File: src/hdl/gcce_pkg.sv
`timescale 1ns / 1ps
`default_nettype none

package gcce_pkg;

  // Fixed field widths of the channels
  localparam int CMD_W      = 2;
  localparam int VIDX_W     = 6;
  localparam int ROW_IN_W   = 64;
  localparam int COLOR_IN_W = 8;
  localparam int CONF_W     = 13;
  localparam int DEG_W      = 7;
  localparam int MAXCOL_W   = 8;

  // Configuration port
  localparam int VCNT_W    = 7;
  localparam int PADDR_W   = 3;
  localparam int PDATA_W   = 32;
  localparam int REG_IDX_W = 1;

  localparam logic [REG_IDX_W-1:0] REG_VERTEX_COUNT = '0;
  localparam logic [VCNT_W-1:0]    VCNT_RESET       = 7'd64;

  // Defaults for the top-level parameters
  localparam int MAX_VERTICES_DEF = 64;
  localparam int COLOR_BITS_DEF   = 8;

  // Commands
  localparam logic [CMD_W-1:0] CMD_LOAD_ROW   = 2'd0;
  localparam logic [CMD_W-1:0] CMD_LOAD_COLOR = 2'd1;
  localparam logic [CMD_W-1:0] CMD_EVALUATE   = 2'd2;

endpackage

`default_nettype wire

File: src/hdl/gcce_ram.sv
`timescale 1ns / 1ps
`default_nettype none

// Simple dual-port RAM, one write and one registered read port.
module gcce_ram #(
  parameter int WIDTH = 8,
  parameter int DEPTH = 64
) (
  input  wire logic                     clk,
  input  wire logic                     we,
  input  wire logic [$clog2(DEPTH)-1:0] waddr,
  input  wire logic [WIDTH-1:0]         wdata,
  input  wire logic [$clog2(DEPTH)-1:0] raddr,
  output logic      [WIDTH-1:0]         rdata
);

  logic [WIDTH-1:0] mem [DEPTH];

  always_ff @(posedge clk) begin
    if (we) begin
      mem[waddr] <= wdata;
    end
    rdata <= mem[raddr];
  end

endmodule

`default_nettype wire

File: src/hdl/graph_coloring_conflict_evaluator_core.sv
// Graph coloring conflict evaluator.
// Input words carry a command: load an adjacency row (row_bits for vertex_index),
// load a vertex color, or evaluate. Loads give no output
// word. An evaluate walks the first n = min(vertex_count, MAX_VERTICES) rows and
// returns one output word: ordered same-color adjacent pairs, max row degree
// among used columns, and largest used color (all zero when n is zero).
// Rate: loads one per cycle while idle. An evaluate holds in_stall high until
// its result is handed to the output register (one column compare per cycle,
// set by the single read port of the color memory), and the output word
// appears in the same cycle that in_stall falls.
// The result sits in an output register; further loads are taken while it waits
// for the receiver, but a finished evaluate waits in its last state until the
// register is free, so out_stall can back up into in_stall.
// Config: vertex_count at byte address 0 over the APB-style port; the user must
// write it only while idle (not enforced by the block). Reset (rst_n low,
// synchronous) sets vertex_count to 64, clears the output valid and returns the
// sequencer to idle; memory contents stay as they are and must be loaded before use.
`timescale 1ns / 1ps
`default_nettype none

module graph_coloring_conflict_evaluator_core #(
  parameter int MAX_VERTICES = gcce_pkg::MAX_VERTICES_DEF,
  parameter int COLOR_BITS   = gcce_pkg::COLOR_BITS_DEF
) (
  input  wire logic                               clk,
  input  wire logic                               rst_n,
  // input channel
  input  wire logic                               in_valid,
  output logic                                    in_stall,
  input  wire logic [gcce_pkg::CMD_W-1:0]         in_command,
  input  wire logic [gcce_pkg::VIDX_W-1:0]        in_vertex_index,
  input  wire logic [gcce_pkg::ROW_IN_W-1:0]      in_row_bits,
  input  wire logic [gcce_pkg::COLOR_IN_W-1:0]    in_color_value,
  // result channel
  output logic                                    out_valid,
  input  wire logic                               out_stall,
  output logic      [gcce_pkg::CONF_W-1:0]        out_conflict_count,
  output logic      [gcce_pkg::DEG_W-1:0]         out_max_degree,
  output logic      [gcce_pkg::MAXCOL_W-1:0]      out_max_color,
  // configuration port
  input  wire logic                               psel,
  input  wire logic                               penable,
  input  wire logic                               pwrite,
  input  wire logic [gcce_pkg::PADDR_W-1:0]       paddr,
  input  wire logic [gcce_pkg::PDATA_W-1:0]       pwdata,
  output logic      [gcce_pkg::PDATA_W-1:0]       prdata,
  output logic                                    pready
);

  import gcce_pkg::*;

  localparam int IDX_W = $clog2(MAX_VERTICES);
  localparam int CNT_W = $clog2(MAX_VERTICES + 1);

  typedef enum logic [3:0] {
    S_IDLE  = 4'b0001,
    S_RDROW = 4'b0010,
    S_SCAN  = 4'b0100,
    S_DONE  = 4'b1000
  } state_t;

  // Row latch is a sub-step folded into the scan entry (see jv_r / latch_r).

  // ---------------------------------------------------------------------------
  // Configuration register
  // ---------------------------------------------------------------------------
  logic [VCNT_W-1:0]    vcount_r;
  logic                 cfg_wr;
  logic [REG_IDX_W-1:0] cfg_reg;

  assign pready = 1'b1;
  assign cfg_reg = paddr[PADDR_W-1:PADDR_W-REG_IDX_W];
  assign cfg_wr  = psel && penable && pwrite && pready && (cfg_reg == REG_VERTEX_COUNT);

  always_comb begin
    prdata = '0;
    if (cfg_reg == REG_VERTEX_COUNT) begin
      prdata = PDATA_W'(vcount_r);
    end
  end

  always_ff @(posedge clk) begin
    if (!rst_n) begin
      vcount_r <= VCNT_RESET;
    end else if (cfg_wr) begin
      vcount_r <= pwdata[VCNT_W-1:0];
    end
  end

  // ---------------------------------------------------------------------------
  // Sequencer state
  // ---------------------------------------------------------------------------
  state_t                state_r, state_nxt;
  logic                  latch_r, latch_nxt;   // first scan cycle: row data on RAM out
  logic                  jv_r, jv_nxt;         // color read in flight for column jd_r
  logic [CNT_W-1:0]      n_r, n_nxt;
  logic [CNT_W-1:0]      i_r, i_nxt;
  logic [CNT_W-1:0]      j_r, j_nxt;
  logic [IDX_W-1:0]      jd_r, jd_nxt;
  logic [MAX_VERTICES-1:0] row_r, row_nxt;
  logic [COLOR_BITS-1:0] coli_r, coli_nxt;
  logic [DEG_W-1:0]      deg_r, deg_nxt;
  logic [DEG_W-1:0]      maxdeg_r, maxdeg_nxt;
  logic [COLOR_BITS-1:0] maxcol_r, maxcol_nxt;
  logic [CONF_W-1:0]     conf_r, conf_nxt;

  logic                  out_valid_r, out_valid_nxt;
  logic [CONF_W-1:0]     out_conf_r, out_conf_nxt;
  logic [DEG_W-1:0]      out_deg_r, out_deg_nxt;
  logic [MAXCOL_W-1:0]   out_col_r, out_col_nxt;

  logic                  in_acc;
  logic                  idx_ok;
  logic                  adj_we, col_we;
  logic [CNT_W-1:0]      n_clamp;
  logic [CNT_W-1:0]      i_inc;
  logic                  out_free;

  logic [IDX_W-1:0]        adj_raddr, col_raddr;
  logic [MAX_VERTICES-1:0] adj_rdata;
  logic [COLOR_BITS-1:0]   col_rdata;

  assign in_stall = (state_r != S_IDLE);
  assign in_acc   = in_valid && !in_stall;
  assign idx_ok   = ({1'b0, in_vertex_index} < (VIDX_W + 1)'(MAX_VERTICES));
  assign adj_we   = in_acc && (in_command == CMD_LOAD_ROW) && idx_ok;
  assign col_we   = in_acc && (in_command == CMD_LOAD_COLOR) && idx_ok;

  assign n_clamp  = (vcount_r > VCNT_W'(MAX_VERTICES)) ? CNT_W'(MAX_VERTICES)
                                                      : CNT_W'(vcount_r);
  assign i_inc    = i_r + CNT_W'(1);
  assign out_free = !out_valid_r || !out_stall;

  // Row and color of vertex i are read in S_RDROW; columns are read in S_SCAN.
  assign adj_raddr = i_r[IDX_W-1:0];
  assign col_raddr = (state_r == S_RDROW) ? i_r[IDX_W-1:0] : j_r[IDX_W-1:0];

  // ---------------------------------------------------------------------------
  // Memories. Writes happen only while idle and an evaluate reads only after it
  // is taken, so a read never overlaps a write to the same entry.
  // ---------------------------------------------------------------------------
  gcce_ram #(
    .WIDTH (MAX_VERTICES),
    .DEPTH (MAX_VERTICES)
  ) u_adj_ram (
    .clk   (clk),
    .we    (adj_we),
    .waddr (in_vertex_index[IDX_W-1:0]),
    .wdata (in_row_bits[MAX_VERTICES-1:0]),
    .raddr (adj_raddr),
    .rdata (adj_rdata)
  );

  gcce_ram #(
    .WIDTH (COLOR_BITS),
    .DEPTH (MAX_VERTICES)
  ) u_col_ram (
    .clk   (clk),
    .we    (col_we),
    .waddr (in_vertex_index[IDX_W-1:0]),
    .wdata (COLOR_BITS'(in_color_value)),
    .raddr (col_raddr),
    .rdata (col_rdata)
  );

  // ---------------------------------------------------------------------------
  // Next-state logic
  // ---------------------------------------------------------------------------
  always_comb begin
    state_nxt  = state_r;
    latch_nxt  = 1'b0;
    jv_nxt     = jv_r;
    n_nxt      = n_r;
    i_nxt      = i_r;
    j_nxt      = j_r;
    jd_nxt     = jd_r;
    row_nxt    = row_r;
    coli_nxt   = coli_r;
    deg_nxt    = deg_r;
    maxdeg_nxt = maxdeg_r;
    maxcol_nxt = maxcol_r;
    conf_nxt   = conf_r;

    out_valid_nxt = out_valid_r && out_stall;
    out_conf_nxt  = out_conf_r;
    out_deg_nxt   = out_deg_r;
    out_col_nxt   = out_col_r;

    unique case (state_r)
      S_IDLE: begin
        if (in_acc && (in_command == CMD_EVALUATE)) begin
          n_nxt      = n_clamp;
          i_nxt      = '0;
          conf_nxt   = '0;
          maxdeg_nxt = '0;
          maxcol_nxt = '0;
          state_nxt  = (n_clamp == '0) ? S_DONE : S_RDROW;
        end
      end
      S_RDROW: begin
        j_nxt     = '0;
        latch_nxt = 1'b1;
        state_nxt = S_SCAN;
      end
      S_SCAN: begin
        if (latch_r) begin
          // row i and its color are on the RAM outputs; first column read goes out
          row_nxt  = adj_rdata;
          coli_nxt = col_rdata;
          if (col_rdata > maxcol_r) begin
            maxcol_nxt = col_rdata;
          end
          deg_nxt = '0;
          jd_nxt  = '0;
          j_nxt   = CNT_W'(1);
          jv_nxt  = 1'b1;
        end else if (jv_r) begin
          if (row_r[jd_r]) begin
            deg_nxt = deg_r + DEG_W'(1);
            if (col_rdata == coli_r) begin
              conf_nxt = conf_r + CONF_W'(1);
            end
          end
          if (j_r < n_r) begin
            jd_nxt = j_r[IDX_W-1:0];
            j_nxt  = j_r + CNT_W'(1);
          end else begin
            jv_nxt = 1'b0;
          end
        end else begin
          // row finished
          if (deg_r > maxdeg_r) begin
            maxdeg_nxt = deg_r;
          end
          i_nxt     = i_inc;
          state_nxt = (i_inc < n_r) ? S_RDROW : S_DONE;
        end
      end
      S_DONE: begin
        if (out_free) begin
          out_valid_nxt = 1'b1;
          out_conf_nxt  = conf_r;
          out_deg_nxt   = maxdeg_r;
          out_col_nxt   = MAXCOL_W'(maxcol_r);
          state_nxt     = S_IDLE;
        end
      end
      default: begin
        state_nxt = S_IDLE;
      end
    endcase
  end

  always_ff @(posedge clk) begin
    if (!rst_n) begin
      state_r     <= S_IDLE;
      latch_r     <= 1'b0;
      jv_r        <= 1'b0;
      out_valid_r <= 1'b0;
    end else begin
      state_r     <= state_nxt;
      latch_r     <= latch_nxt;
      jv_r        <= jv_nxt;
      out_valid_r <= out_valid_nxt;
    end
  end

  always_ff @(posedge clk) begin
    n_r        <= n_nxt;
    i_r        <= i_nxt;
    j_r        <= j_nxt;
    jd_r       <= jd_nxt;
    row_r      <= row_nxt;
    coli_r     <= coli_nxt;
    deg_r      <= deg_nxt;
    maxdeg_r   <= maxdeg_nxt;
    maxcol_r   <= maxcol_nxt;
    conf_r     <= conf_nxt;
    out_conf_r <= out_conf_nxt;
    out_deg_r  <= out_deg_nxt;
    out_col_r  <= out_col_nxt;
  end

  assign out_valid          = out_valid_r;
  assign out_conflict_count = out_conf_r;
  assign out_max_degree     = out_deg_r;
  assign out_max_color      = out_col_r;

  // ---------------------------------------------------------------------------
  // Assertions
  // ---------------------------------------------------------------------------
  a_wr_only_idle: assert property (@(posedge clk) disable iff (!rst_n)
    (adj_we || col_we) |-> (state_r == S_IDLE))
    else $error("memory write outside idle");

  a_valid_from_done: assert property (@(posedge clk) disable iff (!rst_n)
    $rose(out_valid_r) |-> $past(state_r == S_DONE))
    else $error("output valid not raised by a finished evaluate");

  a_done_all_rows: assert property (@(posedge clk) disable iff (!rst_n)
    (state_r == S_DONE) |-> (i_r == n_r))
    else $error("evaluate finished before walking all rows");

  a_col_in_range: assert property (@(posedge clk) disable iff (!rst_n)
    ((state_r == S_SCAN) && !latch_r && jv_r) |-> (CNT_W'(jd_r) < n_r))
    else $error("column compare beyond vertex count");

  a_scan_after_row: assert property (@(posedge clk) disable iff (!rst_n)
    (state_r == S_RDROW) |=> ((state_r == S_SCAN) && latch_r))
    else $error("row read not followed by latch");

endmodule

`default_nettype wire
File: config.mk
export PLATFORM = sky130hd
export DESIGN_NAME = graph_coloring_conflict_evaluator_core
export DESIGN_NICKNAME = d
export VERILOG_FILES = /design/src/hdl/gcce_pkg.sv /design/src/hdl/gcce_ram.sv /design/src/hdl/graph_coloring_conflict_evaluator_core.sv
export SDC_FILE = /design/constraint.sdc
export NUM_CORES = 2
export LEC_CHECK = 0
export ABC_AREA = 0
export BUFFER_PORTS_ARGS = -buffer_cell sky130_fd_sc_hd__buf_4
export CORE_MARGIN = 10
export CORE_UTILIZATION = 30
export DETAILED_ROUTE_END_ITERATION = 7
export MAX_ROUTING_LAYER = met4
export PLACE_DENSITY = 0.57
export SKIP_LAST_GASP = 1
export SLEW_MARGIN = 20
export SYNTH_ARGS = -nofsm -noshare
export SYNTH_HDL_FRONTEND = slang
export SYNTH_MEMORY_MAX_BITS = 65536
export SYNTH_SLANG_ARGS = --single-unit
export TNS_END_PERCENT = 50
File: constraint.sdc
create_clock -name clk -period 5.24 [get_ports clk]
set_input_delay 1.048 -clock clk [delete_from_list [all_inputs] [get_ports clk]]
set_output_delay 1.048 -clock clk [all_outputs]
set_load 0.01 [all_outputs]
==> results.env <==
SYNTH_CELL_TYPE_COUNT=65
NUMBER_OF_REMAINING_DRC_ERRORS=0
GLOBALPLACE.CONGESTION=0.821
CP_MAX_FO=38
SYNTH-WARNING-COUNT=0
DPL.HPWL_MICRONS=254000
VIAS_AFTER_DETAILED_ROUTING=86214
R2R-END='u_col_ram.rdata[6]$_DFF_P_'
RR_WORST_DEPTH=8
REQUIRED_TIME_AT_THE_ENDPOINT_OF_THE_CRITICAL_PATH_NS=6.14
P_INT_mW=74.3
REPORT.FINAL.SETUP_VIOL=0
HIGHEST_LAYER='met4'
WORST_CLOCK_SKEW_NS=0.0969
HOLD_VIOLATION_COUNT_IN_THE_FINAL_REPORT=0
TIMING.FINAL.CRIT_PERIOD_NS=4.19
POST_CTS_RESIZED=0
FIRST_PASS_GRT_WIRE_LENGTH_MICRONS=688000
SHARE_COMB_OF_TOTAL_POWER_PCT=22.7
CLOCK_SINK_COUNT=4856
WL_PER_CELL_MICRONS=29.6
TRITONCTS='done'
SYNTH_EDF_COUNT=4770
WORSTREG2REGSTART='state_r[1]$_SDFFE_PN0P_'
WORST_HOLD_SLACK_NS=0.277
GRT_START_MAX_NET_PINS=104
NETLIST_TOP_CELLS_AREA='edfxtp_1 78%, mux4_2 17%, dfxtp_1 0.93%, nand2_1 0.53%, clkbuf_1 0.51%'
H_TREE_LEVEL_COUNT=5
IR_WORST_VDD_mV=0.436
SEQ_AREA_FRAC_SYNTH_PCT=78.6
GLOBAL_ROUTE_TOTAL_USAGE_ACROSS_EVERY_LAYER_PCT=15.2
CLOCK_INSERTION_DELAY_WORST_SKEW_NS=1.05
DETAILROUTE.WIRELENGTH.MET2_MICRONS=238000
CTS_BUFFER_DEPTH=4
R2R_SETUP_SLACK_NS=1.05
SYNTH.CELLS.MOST_FREQUENT='4770 x edfxtp_1, 1388 x mux4_2, 262 x nand2_1, 252 x clkbuf_1, 197 x nor2_1'
CRIT_PATH_START_KIND='register'
SYNTH_ASYNC_SR_FLOP_SHARE_PCT=0
TOP_LEVEL_PORTS=185
GRT_SETUP_UNREPAIRED='false'
MOST_INSTANTIATED_LIBRARY_CELL_AFTER_SYNTHESIS='edfxtp_1'
GRT-OVFL-TOTAL=0
HOLD_END='vcount_r[6]$_SDFFE_PN1P_'
FIRST_ITER_VIOLATIONS=11594
PROPORTION_OF_LAYOUT_CELLS_WITH_A_DRIVE_SUFFIX_ABOVE_1_PCT=29.5
CTS_ROOT_BUFFER='clkbuf_16'
MAX_FREQ_GHz=0.239
POWER.SEQUENTIAL.FRACTION_PCT=43.5
STATUS='completed'
PORT_BUFFERS=131
SWSHARE_PCT=26.0
PLACEMENT.SETUP.WORST_SLACK_NS=0.798
CTS-BUFFERS-INSERTED=461
DIE_OUTLINE_AREA_SQ_UM=647000
CRITICAL_PATH.ENDPOINT_TYPE='register'
POWER_SWITCHING_mW=26.1
YOSYSTOPAREACELL='edfxtp_1'
POST_DRT_VIA_CELL_RATIO=5.17
SLEW-LIMIT-HEADROOM_PCT=23.7
NUMBER_OF_OPTIMIZATION_ITERATIONS_IN_THE_FIRST_DETAILED_ROUTE_PASS=6
ROW_COUNT=287
MET3ROUTEDLENGTH_MICRONS=40600
SYNTHESIS.AREA_PER_INSTANCE_SQ_UM=23.9
DETAIL_ROUTE.WIRELENGTH_MICRONS=494000
P_PER_AREA_nW_PER_UM2=471
CLK_PIN_SLEW_NS=0.07
SYNTHTOLAYOUTAREAGROWTH_PCT=15.5
HOLD_PATH_CLASS='in -> reg'
HP-START='pwdata[6]'
NUMBER_OF_GLOBAL_ROUTE_VIAS_BEFORE_REPAIR=87288
MAX_CAP_VIOL_COUNT=0
ROUTE.ANTENNA.REMAINING_NETS=0
LEAKAGEPOWER_nW=64.7
NETLIST_AREA_SQ_UM=184000
CLASS_OF_THE_MOST_CRITICAL_SETUP_PATH='reg -> reg'
HOLDBUFCOUNTCTS=0
NNETSFINAL=8327
SYNTH.FF_LATCH_COUNT=4856
WIRELENGTH_MET1_MICRONS=203000
FILL_CELLS=55868
FLOORPLAN.INITIALDENSITY_PCT=30.1
NETLIST_INSTANCES=7726
FP.COREAREA_SQ_UM=612000
POST-ROUTE-PERIOD-UTIL_PCT=79.9
P_CLK_SHARE_PCT=33.8
STARTPOINT='state_r[1]$_SDFFE_PN0P_'
CP.ARRIVAL_NS=5.09
POST_CTS.REPAIR.SETUP_BUFFERS=0
GRT_ANTENNA_BEFORE_REPAIR=37
DIE-HEIGHT_MICRONS=804
WORSTHOLDPATHCELLS=3
SLEW_VIOL_FINAL=0
POST-ROUTE-WORST-SETUP-SLACK_NS=1.05
TIMING_WORST_SLEW_PIN_VALUE_NS=1.12
DIE-WIDTH_MICRONS=804
POST-SYNTH-TOP-AREA-FRACTION_PCT=77.6
SYNTH_FF_TYPE='edfxtp_1'
==> kinds of logic after synthesis <==
kind of cell	after synthesis	synth area share (%)
AO/OA/AOI/OAI	219	0.787
XOR/XNOR	33	0.157
adder cells (fa/ha/maj)	32	0.217
buffers and inverters	448	1.13
flip-flops	4856	78.6
multiplexers	1493	17.6
other	2	0.00407
AND/OR/NAND/NOR	643	1.52
==> worst max-delay path by stage <==
stage,endpoint
after floorplan,u_adj_ram.mem[34][0]$_DFFE_PP_
after global placement,conf_r[12]$_SDFFCE_PN0P_
after detailed placement,conf_r[9]$_SDFFCE_PN0P_
after CTS,conf_r[12]$_SDFFCE_PN0P_
after global routing,u_col_ram.rdata[1]$_DFF_P_
final,u_col_ram.rdata[6]$_DFF_P_
==> flip-flops by register name, summed over array words and instances, names as in the netlist, 4 cells and up <==
| name | count |
|---|---|
| j_r | 7 |
| state_r | 4 |
| n_r | 7 |
| out_conflict_count | 13 |
| out_max_color | 8 |
| vcount_r | 7 |
| i_r | 7 |
| maxcol_r | 8 |
| u_col_ram.mem | 512 |
| u_adj_ram.mem | 4096 |
| deg_r | 7 |
| maxdeg_r | 7 |
| jd_r | 6 |
| conf_r | 13 |
| u_col_ram.rdata | 8 |
| row_r | 64 |
| coli_r | 8 |
| out_max_degree | 7 |
| u_adj_ram.rdata | 64 |
==> metal layers <==
layer  up-vias  track usage (%)
met5         -                -
met1     47476             20.5
met2      4035             24.1
li1      33955                -
met4         0             3.74
met3       748             2.48
==> cell usage in the layout, fill, tap and decap left out, types with 31 or more instances in the layout <==
| cell | synthesis | layout |
|---|---|---|
| a21oi_1 | 60 | 59 |
| a31oi_1 | 31 | 31 |
| buf_12 | 5 | 126 |
| buf_4 | 33 | 254 |
| bufinv_16 | 0 | 52 |
| clkbuf_1 | 252 | 104 |
| clkbuf_16 | 0 | 468 |
| clkinv_1 | 1 | 97 |
| clkinv_2 | 0 | 82 |
| dfxtp_1 | 86 | 86 |
| edfxtp_1 | 4770 | 4770 |
| ha_1 | 32 | 32 |
| mux2i_1 | 86 | 82 |
| mux4_2 | 1388 | 1388 |
| nand2_1 | 262 | 262 |
| nand3_1 | 74 | 74 |
| nor2_1 | 197 | 132 |
| nor2_4 | 0 | 64 |
==> cell type report <==
class / count / area (sq um) / area share [%]
Antenna cell: 13 / 32.5 / 0.0153
Clock buffer: 598 / 12500 / 5.85
Clock inverter: 269 / 2960 / 1.39
Inverter: 27 / 104 / 0.0487
Multi-Input combinational cell: 2446 / 38000 / 17.9
Sequential cell: 4856 / 145000 / 68.0
Tap cell: 8092 / 10100 / 4.75
Timing Repair Buffer: 381 / 4440 / 2.09
==> power groups by stage <==
stage / sequential (mW) / combinational, mW / clock, mW
6_report: 43.6 / 22.8 / 34.0
3_3_place_gp: 44.5 / 22.9 / 0
3_5_place_dp: 44.5 / 23.2 / 0
5_1_grt: 43.6 / 24.2 / 36.0
2_1_floorplan: 44.2 / 16.4 / 0
4_1_cts: 43.6 / 23.2 / 34.5
==> critical path, stage by stage (launching register included) <==
cell	delay, ns
dfxtp_1	0.41
or4b_1	0.91
mux2_4	0.75
buf_4	0.47
mux2i_1	0.26
o22ai_1	0.12
nor4_1	0.65
nor4_1	0.15
a221o_1	0.29
==> metrics by stage <==
stage                     instance area [sq um]  TNS (ns)  std cells  power, mW  utilization [%]
after global placement                   198000         0      15800       67.4             32.3
after detailed placement                 198000         0      15801       67.6             32.3
after global routing                     213000         0      16676        104             34.8
after CTS                                213000         0      16668        101             34.8
final                                    213000         0      16682        100             34.8
after floorplan                          185000    -0.150       7750       60.7                -
(Power assumes the default switching activity.)
